## src/sv/mic_pkg.sv

```systemverilog
// Shared types and constants for the magnetometer iron calibration block.
// No dependencies; imported by every module of the block.
package mic_pkg;

	localparam int COEF_FRAC_BITS_DEF = 14;
	localparam int COEF_W  = 16;
	localparam int SAMP_W  = 16;
	localparam int DIFF_W  = 17;
	localparam int PROD_W  = COEF_W + DIFF_W;
	localparam int ACC_W   = PROD_W + 2;
	localparam int OUT_W   = 20;
	localparam int ROW_W   = 3 * COEF_W;
	localparam int AXES    = 3;
	localparam int CFG_IDX_W = 3;

	localparam int OUT_MAX = 524287;
	localparam int OUT_MIN = -524288;

	localparam logic [CFG_IDX_W-1:0] REG_OFFSET_X = 3'd0;
	localparam logic [CFG_IDX_W-1:0] REG_OFFSET_Y = 3'd1;
	localparam logic [CFG_IDX_W-1:0] REG_OFFSET_Z = 3'd2;
	localparam logic [CFG_IDX_W-1:0] REG_ROW_X    = 3'd3;
	localparam logic [CFG_IDX_W-1:0] REG_ROW_Y    = 3'd4;
	localparam logic [CFG_IDX_W-1:0] REG_ROW_Z    = 3'd5;

	typedef struct packed {
		logic [7:0] x_low_byte;
		logic [7:0] x_high_byte;
		logic [7:0] y_low_byte;
		logic [7:0] y_high_byte;
		logic [7:0] z_low_byte;
		logic [7:0] z_high_byte;
	} mic_in_t;

	typedef struct packed {
		logic signed [OUT_W-1:0] field_x;
		logic signed [OUT_W-1:0] field_y;
		logic signed [OUT_W-1:0] field_z;
		logic                    saturated;
	} mic_out_t;

	// calibration set seen by the datapath; index 0 is x
	typedef struct packed {
		logic [AXES-1:0][SAMP_W-1:0] offset;
		logic [AXES-1:0][ROW_W-1:0]  row;
	} mic_cfg_t;

endpackage

```

## src/sv/mic_cfg_regs.sv

```systemverilog
// Calibration register file: hard-iron offsets and soft-iron matrix rows.
// Depends on mic_pkg.
module mic_cfg_regs import mic_pkg::*; #(
	parameter int COEF_FRAC_BITS = COEF_FRAC_BITS_DEF
) (
	input  logic                 clk,
	input  logic                 arst_n,
	input  logic                 wr_en,
	input  logic [CFG_IDX_W-1:0] wr_index,
	input  logic [ROW_W-1:0]     wr_data,
	output mic_cfg_t             cfg
);

	localparam logic [COEF_W-1:0] ONE = COEF_W'(1) << COEF_FRAC_BITS;

	mic_cfg_t cfg_q;

	always_ff @(posedge clk or negedge arst_n) begin
		if (!arst_n) begin
			cfg_q.offset <= '0;
			cfg_q.row[0] <= {{(2*COEF_W){1'b0}}, ONE};
			cfg_q.row[1] <= {{COEF_W{1'b0}}, ONE, {COEF_W{1'b0}}};
			cfg_q.row[2] <= {ONE, {(2*COEF_W){1'b0}}};
		end else if (wr_en) begin
			case (wr_index)
				REG_OFFSET_X: cfg_q.offset[0] <= wr_data[SAMP_W-1:0];
				REG_OFFSET_Y: cfg_q.offset[1] <= wr_data[SAMP_W-1:0];
				REG_OFFSET_Z: cfg_q.offset[2] <= wr_data[SAMP_W-1:0];
				REG_ROW_X:    cfg_q.row[0] <= wr_data;
				REG_ROW_Y:    cfg_q.row[1] <= wr_data;
				REG_ROW_Z:    cfg_q.row[2] <= wr_data;
				default:      ;
			endcase
		end
	end

	assign cfg = cfg_q;

endmodule

```

## config.mk

```make
export PLATFORM = sky130hd
export DESIGN_NAME = mic_cfg_regs
export DESIGN_NICKNAME = d
export VERILOG_FILES = /design/src/sv/mic_pkg.sv /design/src/sv/mic_cfg_regs.sv
export SDC_FILE = /design/constraint.sdc
export NUM_CORES = 1
export LEC_CHECK = 0
export ABC_AREA = 1
export BUFFER_PORTS_ARGS = -buffer_cell sky130_fd_sc_hd__buf_2
export CORE_ASPECT_RATIO = 0.6
export CORE_MARGIN = 10
export CORE_UTILIZATION = 38
export CTS_BUF_LIST = sky130_fd_sc_hd__clkbuf_4 sky130_fd_sc_hd__clkbuf_8
export DETAILED_ROUTE_END_ITERATION = 8
export HOLD_SLACK_MARGIN = 0.03
export MAX_ROUTING_LAYER = met4
export PLACE_DENSITY = 0.68
export SLEW_MARGIN = 20
export SYNTH_ARGS = -nofsm -noshare
export SYNTH_HDL_FRONTEND = slang
export SYNTH_SLANG_ARGS = --single-unit
```

## constraint.sdc

```tcl
create_clock -name clk -period 1.65 [get_ports clk]
set_input_delay 0 -clock clk [delete_from_list [all_inputs] [get_ports clk]]
set_output_delay 0 -clock clk [all_outputs]
set_load 0.01 [all_outputs]
```

==> results.txt <==
ANT nets after route: 0
CTS resizes: 0
DR vias: 6,724
Io pins: 246
Total negative slack: 0 ns
Most frequent cells in the layout: 486 x nand2_1, 244 x buf_2, 189 x dfrtp_1, 96 x nand3_1, 53 x dlygate4sd3_1
Reg2reg end: cfg[14]
H-tree Lvls: 4
Clock skew: 0 ns
Root buffer cell: clkbuf_8
Rel. slew slack: 60.8%
Yosys reg bits: 192
Yosys warning count: 0
Reg2reg path depth: 2
Worst Path Max Fanout: 17
Largest buffer count on any clock path: 2
Worst Hold Class: input pin to async pin
Seq/Total Area, Yosys: 64.7%
Setup Fix Bufs, Post-CTS: 0
TritonCTS clock tree: built
Crit path capture: cfg[161]
Post-place setup slack: 0.345 ns
Largest family of logic cells by synthesized area: simple AND/OR/NAND/NOR gates
Commonest non-fill, non-tap cell in the layout: nand2_1
Cell Rows: 39
Die Y: 128 um
Share of post-route cells with drive strength above 1: 27.8%
Max FFs per register: 192
Post-CTS Hold Buffers: 53
Kind of critical path: input pin to register
Iter 0 DRT Violations: 479
Pin slew with the least headroom to its limit: 0.588 ns
Fmax: 685 MHz
Final Hold Viols: 0
Placed cell area: 0.00903 mm^2
Post-Syn Area per Cell: 8.88 um^2
Synth Area in Compound Gates: 0%
Post-synthesis adder-cell area fraction: 0%
Post-Syn Area: 0.00743 mm^2
Drt first pass iters: 5
WP data arrival: 1.81 ns
Die width: 201 um
Final Instance Area: 0.00996 mm^2
Global Route Usage Sum: 20.7%
Power per cell area: 1210 mW/mm^2
DR vias/cell: 4.77
Multiplexer share of the synthesized area: 0%
RR Startpoint: cfg[14]
Final setup fails: 0
PortBufs: 245
Synth top area cells: dfrtp_1 64%, nand2_1 25%, nand3_1 6.5%
Initial antenna violation count: 0
CP endpoint kind: register
Area of the core: 0.0191 mm^2
Post-DP HPWL: 17.9 mm
Routed wire length: 25.9 mm
Critical Path Source Type: input pin
Fin nets: 1,186
P_leak: 5.73 nW
Share of the synthesized area in the top cell type: 63.6%
ANT cells: 0
Mapped Nets: 891
FF-to-FF setup slack: 0.92 ns
Synth Area in XOR/XNOR: 0%
Largest net degree at the start of global routing: 60
Synth cell types: 14
Worst vdd ir: 0.744 mV
Post-Synth Simple-Gate Area: 31.7%
Min Tclk post-route: 1.46 ns
Clock Latency Late Sink: 0.46 ns
Status: complete, no violations
Num CTS Buffers: 17
Initial Utilization: 38.9%
Period utilisation layout: 88.4%
Remaining Overflow, GRT: 0
Fill count: 1,791
Critical path startpoint: wr_index[2]
Slew Viols, Final: 0
Num Clock Sinks: 192
DRC Markers: 0
Vias in the first global route: 6,775
Global-route wire length before repair: 40.6 mm
Design Power: 12.1 mW
Cell count after synthesis: 837
Setup ws final: 0.191 ns
Die area: 0.0257 mm^2
Avg WL per Cell: 18.4 um
Reg clk slew, reported paths: 0.10 ns
Gpl congestion: 0.846
Area grow syn2layout: 34.0%
Max cap viols: 0
Unrepaired setup endpoints after global routing: no
Synth area leader: dfrtp_1
Crit path required time: 2.00 ns
cells in the mapped netlist:
cell / n
nand3_1: 96
dfstp_2: 3
clkbuf_1: 12
inv_1: 3
nand2_1: 489
nor2_2: 2
nor2_4: 1
nand2_2: 1
dfrtp_1: 189
inv_2: 3
buf_6: 2
buf_4: 5
nor2_1: 3
buf_2: 28
worst min-delay path by stage:
| stage | to | slack [ns] | start | cells after the start |
|---|---|---|---|---|
| final | cfg[184] | 0.1 | arst_n | 2 |
| after global routing | cfg[184] | 0.11 | arst_n | 2 |
| after CTS | cfg[184] | 0.09 | arst_n | 2 |
| after detailed placement | cfg[184] | 0.04 | arst_n | 1 |
| after global placement | cfg[184] | 0.04 | arst_n | 1 |
| after floorplan | cfg[0] | -0.30 | arst_n | 0 |
cell type report:
type                    count  area, um^2  share of cell area (%)
clock buffers              28         348                    3.49
multi-input cells         592        2390                    24.0
inverters                   6        22.5                   0.226
flip-flops and latches    192        4810                    48.3
clock inverters             4        50.0                   0.503
repair buffers            323        2000                    20.1
well taps                 266         333                    3.34
layer usage:
metal	up-vias	global-route usage (%)	wire, um
met1	3211	28.8	12200
met5	-	-	0
li1	3183	-	-
met3	18	6.32	2520
met4	0	5.41	223
met2	312	28.8	11000
logic make-up (layout without fill, tap and decap cells):
group / after synthesis / count (layout)
flip-flops: 192 / 192
AND/OR/NAND/NOR: 592 / 592
buffers and inverters: 53 / 361
critical path, cell delays in order:
cell	delay, ns
dlygate4sd3_1	0.56
buf_2	0.16
nor2_4	0.35
nand2_1	0.46
nand2_1	0.19
nand2_1	0.07
metrics by stage:
step / utilization, % / cells / hold slack [ns]
floorplan: - / 837 / -0.296
global placement: 47.2 / 1326 / 0.0417
detailed placement: 47.2 / 1326 / 0.0351
CTS: 52.1 / 1411 / 0.0858
global route: 52.1 / 1411 / 0.110
finish: 52.1 / 1411 / 0.0986
where the power goes:
part           switching (mW)  total, mW  internal, mW
Combinational            1.72       2.86          1.14
Sequential              0.528       6.12          5.59
Clock                    1.61       3.11          1.50
Note: power is estimated with default switching activity, not from simulation.
