==> config.mk <==
export PLATFORM = sky130hd
export DESIGN_NAME = mic_sat
export DESIGN_NICKNAME = d
export VERILOG_FILES = /design/src/sv/mic_pkg.sv /design/src/sv/mic_sat.sv
export SDC_FILE = /design/constraint.sdc
export NUM_CORES = 1
export LEC_CHECK = 0
export BUFFER_PORTS_ARGS = -buffer_cell sky130_fd_sc_hd__clkbuf_2
export CAP_MARGIN = 20
export CORE_MARGIN = 1.5
export CORE_UTILIZATION = 41
export CTS_CLUSTER_DIAMETER = 80
export DETAILED_ROUTE_END_ITERATION = 16
export GPL_ROUTABILITY_DRIVEN = 0
export HOLD_SLACK_MARGIN = 0.15
export PLACE_DENSITY_LB_ADDON = 0.25
export SLEW_MARGIN = 30
export SYNTH_ARGS = -nofsm -noshare
export SYNTH_HDL_FRONTEND = slang
export SYNTH_SLANG_ARGS = --single-unit
export TNS_END_PERCENT = 50
==> constraint.sdc <==
create_clock -name clk -period 0.8 [get_ports clk]
set_input_delay 0.04 -clock clk [delete_from_list [all_inputs] [get_ports clk]]
set_output_delay 0.04 -clock clk [all_outputs]
set_load 0.02 [all_outputs]
==> src/sv/mic_pkg.sv <==
// Shared types and constants for the magnetometer iron calibration block.
// No dependencies; imported by every module of the block.
package mic_pkg;

	localparam int COEF_FRAC_BITS_DEF = 14;
	localparam int COEF_W  = 16;
	localparam int SAMP_W  = 16;
	localparam int DIFF_W  = 17;
	localparam int PROD_W  = COEF_W + DIFF_W;
	localparam int ACC_W   = PROD_W + 2;
	localparam int OUT_W   = 20;
	localparam int ROW_W   = 3 * COEF_W;
	localparam int AXES    = 3;
	localparam int CFG_IDX_W = 3;

	localparam int OUT_MAX = 524287;
	localparam int OUT_MIN = -524288;

	localparam logic [CFG_IDX_W-1:0] REG_OFFSET_X = 3'd0;
	localparam logic [CFG_IDX_W-1:0] REG_OFFSET_Y = 3'd1;
	localparam logic [CFG_IDX_W-1:0] REG_OFFSET_Z = 3'd2;
	localparam logic [CFG_IDX_W-1:0] REG_ROW_X    = 3'd3;
	localparam logic [CFG_IDX_W-1:0] REG_ROW_Y    = 3'd4;
	localparam logic [CFG_IDX_W-1:0] REG_ROW_Z    = 3'd5;

	typedef struct packed {
		logic [7:0] x_low_byte;
		logic [7:0] x_high_byte;
		logic [7:0] y_low_byte;
		logic [7:0] y_high_byte;
		logic [7:0] z_low_byte;
		logic [7:0] z_high_byte;
	} mic_in_t;

	typedef struct packed {
		logic signed [OUT_W-1:0] field_x;
		logic signed [OUT_W-1:0] field_y;
		logic signed [OUT_W-1:0] field_z;
		logic                    saturated;
	} mic_out_t;

	// calibration set seen by the datapath; index 0 is x
	typedef struct packed {
		logic [AXES-1:0][SAMP_W-1:0] offset;
		logic [AXES-1:0][ROW_W-1:0]  row;
	} mic_cfg_t;

endpackage

==> src/sv/mic_sat.sv <==
// Final stage: scale down, clamp to 20 bits and register the result word.
// Depends on mic_pkg.
module mic_sat import mic_pkg::*; #(
	parameter int COEF_FRAC_BITS = COEF_FRAC_BITS_DEF
) (
	input  logic                              clk,
	input  logic                              arst_n,
	input  logic                              acc_valid,
	input  logic signed [AXES-1:0][ACC_W-1:0] acc,
	output logic                              done,
	output mic_out_t                          result
);

	localparam int RES_W = ACC_W - COEF_FRAC_BITS;
	localparam logic signed [RES_W-1:0] R_MAX = RES_W'(OUT_MAX);
	localparam logic signed [RES_W-1:0] R_MIN = RES_W'(OUT_MIN);

	logic signed [RES_W-1:0] r        [AXES];
	logic signed [OUT_W-1:0] clip     [AXES];
	logic        [AXES-1:0]  hit;
	logic                    valid_s4;
	mic_out_t                res_s4;

	always_comb begin
		for (int a = 0; a < AXES; a++) begin
			r[a] = RES_W'($signed(acc[a]) >>> COEF_FRAC_BITS);
			if (r[a] > R_MAX) begin
				clip[a] = OUT_W'(OUT_MAX);
				hit[a]  = 1'b1;
			end else if (r[a] < R_MIN) begin
				clip[a] = OUT_W'(OUT_MIN);
				hit[a]  = 1'b1;
			end else begin
				clip[a] = r[a][OUT_W-1:0];
				hit[a]  = 1'b0;
			end
		end
	end

	always_ff @(posedge clk or negedge arst_n) begin
		if (!arst_n) begin
			valid_s4 <= 1'b0;
		end else begin
			valid_s4 <= acc_valid;
		end
	end

	always_ff @(posedge clk) begin
		res_s4.field_x   <= clip[0];
		res_s4.field_y   <= clip[1];
		res_s4.field_z   <= clip[2];
		res_s4.saturated <= |hit;
	end

	assign done   = valid_s4;
	assign result = res_s4;

endmodule

==> results.txt, run 1 <==
For this design, the slowest cell found on the critical path is dfrtp_1. From bottom edge to top edge, the die measures 73.6 um. Walking the worst path, the cells encountered are buf_6. The wire length per cell after detailed routing is 19.4 um.

The core region is 4750 um2. The design internal power is 0.00576 W. The clock network burns 30.6% of the power.

The total of buffers placed on input and output ports is 127. The static leakage power is 2.04 nW. The initial utilization of the core area, before any placement, comes to 43.0%. The final wirelength is 9660 um. The global-route wire length before repair came out at 12,400 um. The final route contains 2,515 vias.

The least setup slack across all paths after layout came out at -0.113 ns. In the post-synthesis netlist, the biggest area contributors are dfxtp_1 60%, o21ai_0 9.5%, nand2_1 7.5%, nor2_1 7.5%, a21o_1 3.7%. The number of nets with antenna violations after detailed routing is 0.

The power after layout is 0.00814 W. The register bit count reported by yosys is 62. Yosys mapped a number of flops with a built-in enable equal to 0. Detailed placement finished with a half-perimeter wire length of 3410 um. The count of yosys warnings during synthesis is 0. The cell family contributing the most delay on the critical path is flip-flops. The filler cell count in the final layout is 192. The violation count after the first detailed-route iteration came out at 164. The overall global routing resource usage came out at 31.6%.

The flow ran to the end, but the final reports show violations. The biggest area contributor in the post-synthesis netlist is dfxtp_1. The final reports fail on setup timing. The number of design rule violations left after detail routing is 0.

After synthesis, the most frequently instantiated cells are 61 x dfxtp_1, 41 x nand2_1, 41 x nor2_1. The clock net sink count came out at 62. The instance count of the mapped netlist is 225. The share of Yosys cell area claimed by the top area cell type is 59.7%. The leftover overflow at the end of global routing came out at 0.

Setup repair after global routing could not meet its margin everywhere. The most used flip-flop cell after synthesis is dfxtp_1. The path class of the tightest hold or removal check is input port to register. The worst-case IR drop observed on VDD is 0.00152 V. The die area is 5420 um2. The net switching share of the total power came out at 29.3%. The number of placement rows is 25. The maximum number of buffers from clock root to sink came out at 2. The routed design uses 868 um of met3 wire. The top-level I/O count came out at 170.

The repair_antennas step left the layout with diodes totalling 0. The longest individual stage delay on the worst path came out at 0.39 ns. The initial antenna violation count was 0. At the worst endpoint, the arrival time is 0.87 ns.

Combinational logic burns 25.3% of the power. The number of endpoints with negative hold slack in the final report came out at 0. The portion of total power attributed to sequential cells is 44.1%.

The number of global-route vias before repair is 2,483. STA classifies the critical path endpoint as an output pin. Entering global routing, the biggest net connects 31 pins. Max-cap violations in this run came to 0.

The total of endpoints with negative setup slack in the final report came out at 66. STA classifies the critical path startpoint as a register. The slew of the pin with the lowest slew margin came out at 0.388 ns. The length of the first detailed-routing pass in iterations is 5. Averaged over all synthesized cells, the footprint is 9.09 um2. In this run the power spent charging and discharging nets is 0.00238 W. The ratio of cells with drive above 1 in the final layout came out at 51.4%. The data required time of the worst path is 0.76 ns. The number of max-slew violations in the final report is 0. Summing every instance area after synthesis gives 2050 um2.

The maximum clock frequency is 1.10 GHz. The clock buffer count from CTS came out at 9. For this run, asynchronously set or reset flops after synthesis account for 1.61%. The worst path uses 114% of the clock period. The sequential share of the synthesized area came out at 60.9%. By instance count, the leading cell after synthesis is dfxtp_1. After clock tree synthesis, the clock-pin slew on the worst setup and hold paths is 0.08 ns. The final sum of negative setup slack is -2.46 ns.

The path type of the worst setup path is register to output pin. The post-layout net count came out at 533. For this block, wires on met1 add up to 3280 um. The number of buffer and inverter instances along the worst setup path came out at 1. Wire segments on met2 add up to 4970 um in the final route. The via density per instance is 5.06. The net count after synthesis is 333. On the final layout, the worst hold slack is 0.0977 ns.

The worst max-slew margin expressed relative to the limit came out at 73.8%. The area growth from synthesis to final layout came out at 112%. The tree is rooted in a clkbuf_8. The power per unit of standard cell area came out at 1870 nW/um2.

The maximum fanout along the worst path came out at 1. Measured along the x axis, the die boundary spans 73.6 um. At the end of the flow the core is filled with cells to 91.3%.

For the finished layout, the period the worst path requires is 0.913 ns. The highest routing layer actually used is met4. The count of H-tree levels built during CTS is 3. The CTS tree is yes. The number of distinct standard cells referenced by the synthesized netlist is 18.
[power by group through the flow]
stage,clock network (W),logic (W),registers (W)
after floorplan,0,0.000321,0.00380
after global placement,0,0.00115,0.00347
after detailed placement,0,0.00117,0.00347
after CTS,0.00244,0.00179,0.00348
after global routing,0.00267,0.00215,0.00361
final,0.00249,0.00206,0.00359
[what timing repair did]
item	4_1_cts	5_1_grt
hold buffers	66	7
setup buffers	0	0
hold endpoints to repair	63	15
pin swaps	0	0
setup endpoints to repair	62	71
cloned	0	0
resized for setup	169	75
[registers in the layout, summed over array words and instances, names as in the netlist]
register,count
done,1
result,61
[final cells by class]
type                    count  area [um2]  area share, %
clock inverters             4        23.8          0.547
repair buffers            208        2080           48.0
well taps                  67        83.8           1.93
multi-input cells         144         684           15.8
flip-flops and latches     62        1320           30.5
clock buffers              12         145           3.34
[logic make-up (layout without fill, tap and decap cells)]
group                     after synthesis  after routing  synth area share, %
and+or+nand+nor                        85             85                 16.2
DFF                                    62             62                 60.9
AOI/OAI and AO/OA                      57             57                 16.3
buffers and inverters                  19            224                 5.75
xor gates and xnor gates                2              2                0.856
[stage by stage]
stage	instances	area [um2]	worst slack, ns
5_1_grt	497	4340	-0.138
3_3_place_gp	412	2790	-0.0154
4_1_cts	494	4220	-0.0992
6_report	497	4340	-0.113
2_1_floorplan	225	2050	0.107
3_5_place_dp	412	2790	-0.0202
[layout by cell type, fill, tap and decap left out]
master	instances
o21ai_0	39
nor2_2	1
a21o_2	6
a21o_1	10
dfxtp_2	61
buf_12	4
buf_4	8
buf_8	61
clkbuf_1	2
xnor2_1	1
clkinv_4	1
nand2_1	41
nor2b_1	1
clkbuf_2	65
nor2_1	40
buf_6	1
nand2b_1	1
clkinv_2	3
dlygate4sd3_1	69
o21ai_1	2
dfrtp_1	1
xor2_1	1
clkbuf_8	10
nand4bb_1	1
[path summary, 6_finish.rpt]
kind | start | to | cells past startpoint
max in group asynchronous | arst_n | done | 3
worst min-delay path | acc[34] | result[49] | 3
min in group asynchronous | arst_n | done | 3
worst max-delay path | done | done | 1
[per-layer routing]
metal,up-vias,GRT usage (%)
li1,1122,-
met1,1174,31.6
met2,165,58.1
met3,54,9.47
met4,0,16.9
met5,-,0
Power figures use the tool's default switching activity.
==> run 2, diff against run 1 <==
==> constraint.sdc (replaced) <==
create_clock -name clk -period 1.1 [get_ports clk]
set_input_delay 0.055 -clock clk [delete_from_list [all_inputs] [get_ports clk]]
set_output_delay 0.055 -clock clk [all_outputs]
set_load 0.02 [all_outputs]
==> run 2 against run 1 <==
Against the previous run:
- the run now ends clean
- worst setup slack improved by 0.15 ns
- clock power fell by 21%
- via count shrank 14%
- first-iteration DRC count shrank 37%
- die area did not move
- largest cell class unchanged
- largest power group unchanged
==> results.txt, run 2 (synthesis results as in run 1) <==
The flow ran to the end, and the final reports show no timing, DRC or antenna violations. The total of buffers placed on input and output ports is 127 (unchanged). The reported max-cap violation count came out at 0 (unchanged). The static leakage power is 1.81 nW (-12%).

The signal on the critical path passes through dlygate4sd3_1, nor2b_1, buf_4, nand4bb_1. The overall global routing resource usage is 22.5% (-9.2 points). The placeable core area came to 4750 um2 (unchanged). The initial standard-cell utilization of the core is 43.0% (unchanged).

The area of combinational cells with multiple inputs came out at 689 um2 (+0.73%). The tightest min-delay check is of the input port to register type. The leftover overflow at the end of global routing is 0 (unchanged). The number of global-route vias before repair came to 2,149 (-13%). The power per unit of standard cell area came to 1520 nW/um2 (-19%). The clock buffer count from CTS came to 9 (unchanged). The ratio of cells with drive above 1 in the final layout is 36.8% (-15 points). The data required time of the worst path is 1.30 ns (+0.54 ns).

The power after layout is 0.00546 W (-33%). The top-level I/O count came out at 170 (unchanged). The initial antenna violation count came out at 0 (unchanged).

The wire length per cell after detailed routing is 12.2 um (-37%). The final sum of negative setup slack came out at 0 ns (+2.46 ns). The worst hold path terminates at done. The filler cell count in the final layout is 339 (+77%). The flip-flop count of the largest register after layout came to 61 (unchanged). The worst max-slew margin expressed relative to the limit came out at 76.3% (+2.5 points). The number of design rule violations left after detail routing is 0 (unchanged).

The number of endpoints with negative hold slack in the final report came to 0 (unchanged). The global-route wire length before repair is 9160 um (-26%). The final wirelength is 5910 um (-39%). The maximum fanout along the worst path came to 17 (+16).

The cell family contributing the most delay on the critical path is buffers and inverters. TritonCTS built the clock tree. In the finished design, the share of the clock period the worst path needs comes to 96.8%.

The width of the die is 73.6 um (unchanged). The vias after detailed routing is 2,159 (-14%). The pin count of the biggest net entering global routing is 31 (unchanged). The top cell types in the final layout, fill and taps aside, are 124 x clkbuf_2, 66 x dlygate4sd3_1, 61 x dfxtp_1. The maximum resistive drop on vdd is 0.00101 V (-33%). The via density per instance was 4.44 (-12%).

The number of diodes is 0 (unchanged). The number of nets with antenna violations after detailed routing is 0 (unchanged). The die area came out at 5420 um2 (unchanged). The longest individual stage delay on the worst path is 0.64 ns (+0.25 ns). The final HPWL from detailed placement is 3310 um (-2.8%). The post-layout net count is 522 (-2.1%). The length of the first detailed-routing pass in iterations was 4 (-1). For this run, the top clock speed supported by timing is 0.939 GHz. The CTS clock-pin slew for the worst setup and hold paths came out at 0.06 ns (-0.02 ns). The number of buffer and inverter instances along the worst setup path was 2 (+1). The element type at the critical path end is a register.

The number of max-slew violations in the final report came out at 0 (unchanged). The minimum period implied by the final worst setup slack came out at 1.06 ns. The slew of the pin with the lowest slew margin came out at 0.355 ns (-0.0332 ns). The maximum number of buffers from clock root to sink came out at 2 (unchanged). The tree is rooted in a clkbuf_8. The worst setup path is launched from an input port. The violation count after the first detailed-route iteration is 103 (-37%). The clock net sink count came to 62 (unchanged). The critical path's slowest cell is dlygate4sd3_1. The data arrival time of the critical path is 1.26 ns (+0.39 ns). The floorplan die height is 73.6 um (unchanged). Setup repair after global routing left no endpoint under its margin.

The area taken by flip-flops and latches is 1250 um2 (-5.8%). The number of placement rows was 25 (unchanged). The total of endpoints with negative setup slack in the final report came out at 0 (-100%). The commonest non-fill, non-tap cell in the layout is clkbuf_2. Compared with the post-synthesis result, the final layout area differs by 75.2%. The count of H-tree levels built during CTS was 3 (unchanged). The instance count along the most critical hold path came out at 2 (-1). The worst hold path begins at acc_valid. By startpoint and endpoint, the worst setup path is classified as input port to register.
==> run 2: cell types whose count changed in the layout (fill, tap and decap cells not counted), sizes merged <==
cell / change
clkbuf: +57
dlygate4sd3: -3
clkinvlp: +1
bufinv: +1
buf: -67
==> run 2: power by group <==
group          internal, W  leakage [nW]  switching [W]  total, W
Sequential         0.00243         0.526      0.0000491   0.00248
Combinational     0.000475          1.18       0.000554   0.00103
Clock              0.00110         0.102       0.000857   0.00196
Total              0.00400          1.81        0.00146   0.00546
==> run 2: worst max path at each step <==
| stage | from | to | cells after the start |
|---|---|---|---|
| 2_1_floorplan | acc[68] | result[27] | 4 |
| 3_3_place_gp | acc[68] | result[26] | 4 |
| 3_5_place_dp | acc[68] | result[24] | 4 |
| 4_1_cts | acc[68] | result[22] | 5 |
| 5_1_grt | acc[68] | result[0] | 4 |
| 6_report | acc[68] | result[0] | 4 |
==> run 2: layout make-up <==
type	count	share of cell area (%)
clock inverter	6	1.71
sequential	62	34.8
timing repair buffer	197	38.1
multi-input combinational	144	19.2
tap	67	2.34
clock buffer	10	3.84
==> run 2: repair_timing <==
item | 4_1_cts | 5_1_grt
resized for setup | 0 | 6
buffers inserted | 0 | 0
setup endpoints to repair | 0 | 27
endpoints found under the hold margin | 63 | 0
hold buffers | 66 | 0
==> run 2: metal layers <==
| layer | vias up | GRT usage (%) | share of wire (%) |
|---|---|---|---|
| met5 | - | 0 | 0 |
| met3 | 10 | 6.17 | 7.2 |
| met4 | 0 | 11.7 | 1.8 |
| met1 | 957 | 23.2 | 38 |
| met2 | 89 | 40.9 | 53 |
| li1 | 1103 | - | - |
==> run 2: through the flow <==
step	util [%]	instance area [um2]	setup WS, ns	hold slack (ns)	instances
after CTS	75.1	3570	0.0281	0.373	487
final	75.4	3580	0.0356	0.407	486
after detailed placement	57.0	2710	0.218	-0.169	405
after global routing	75.4	3580	0.00233	0.401	486
after floorplan	-	2050	0.392	-0.241	225
after global placement	57.0	2710	0.231	-0.170	405
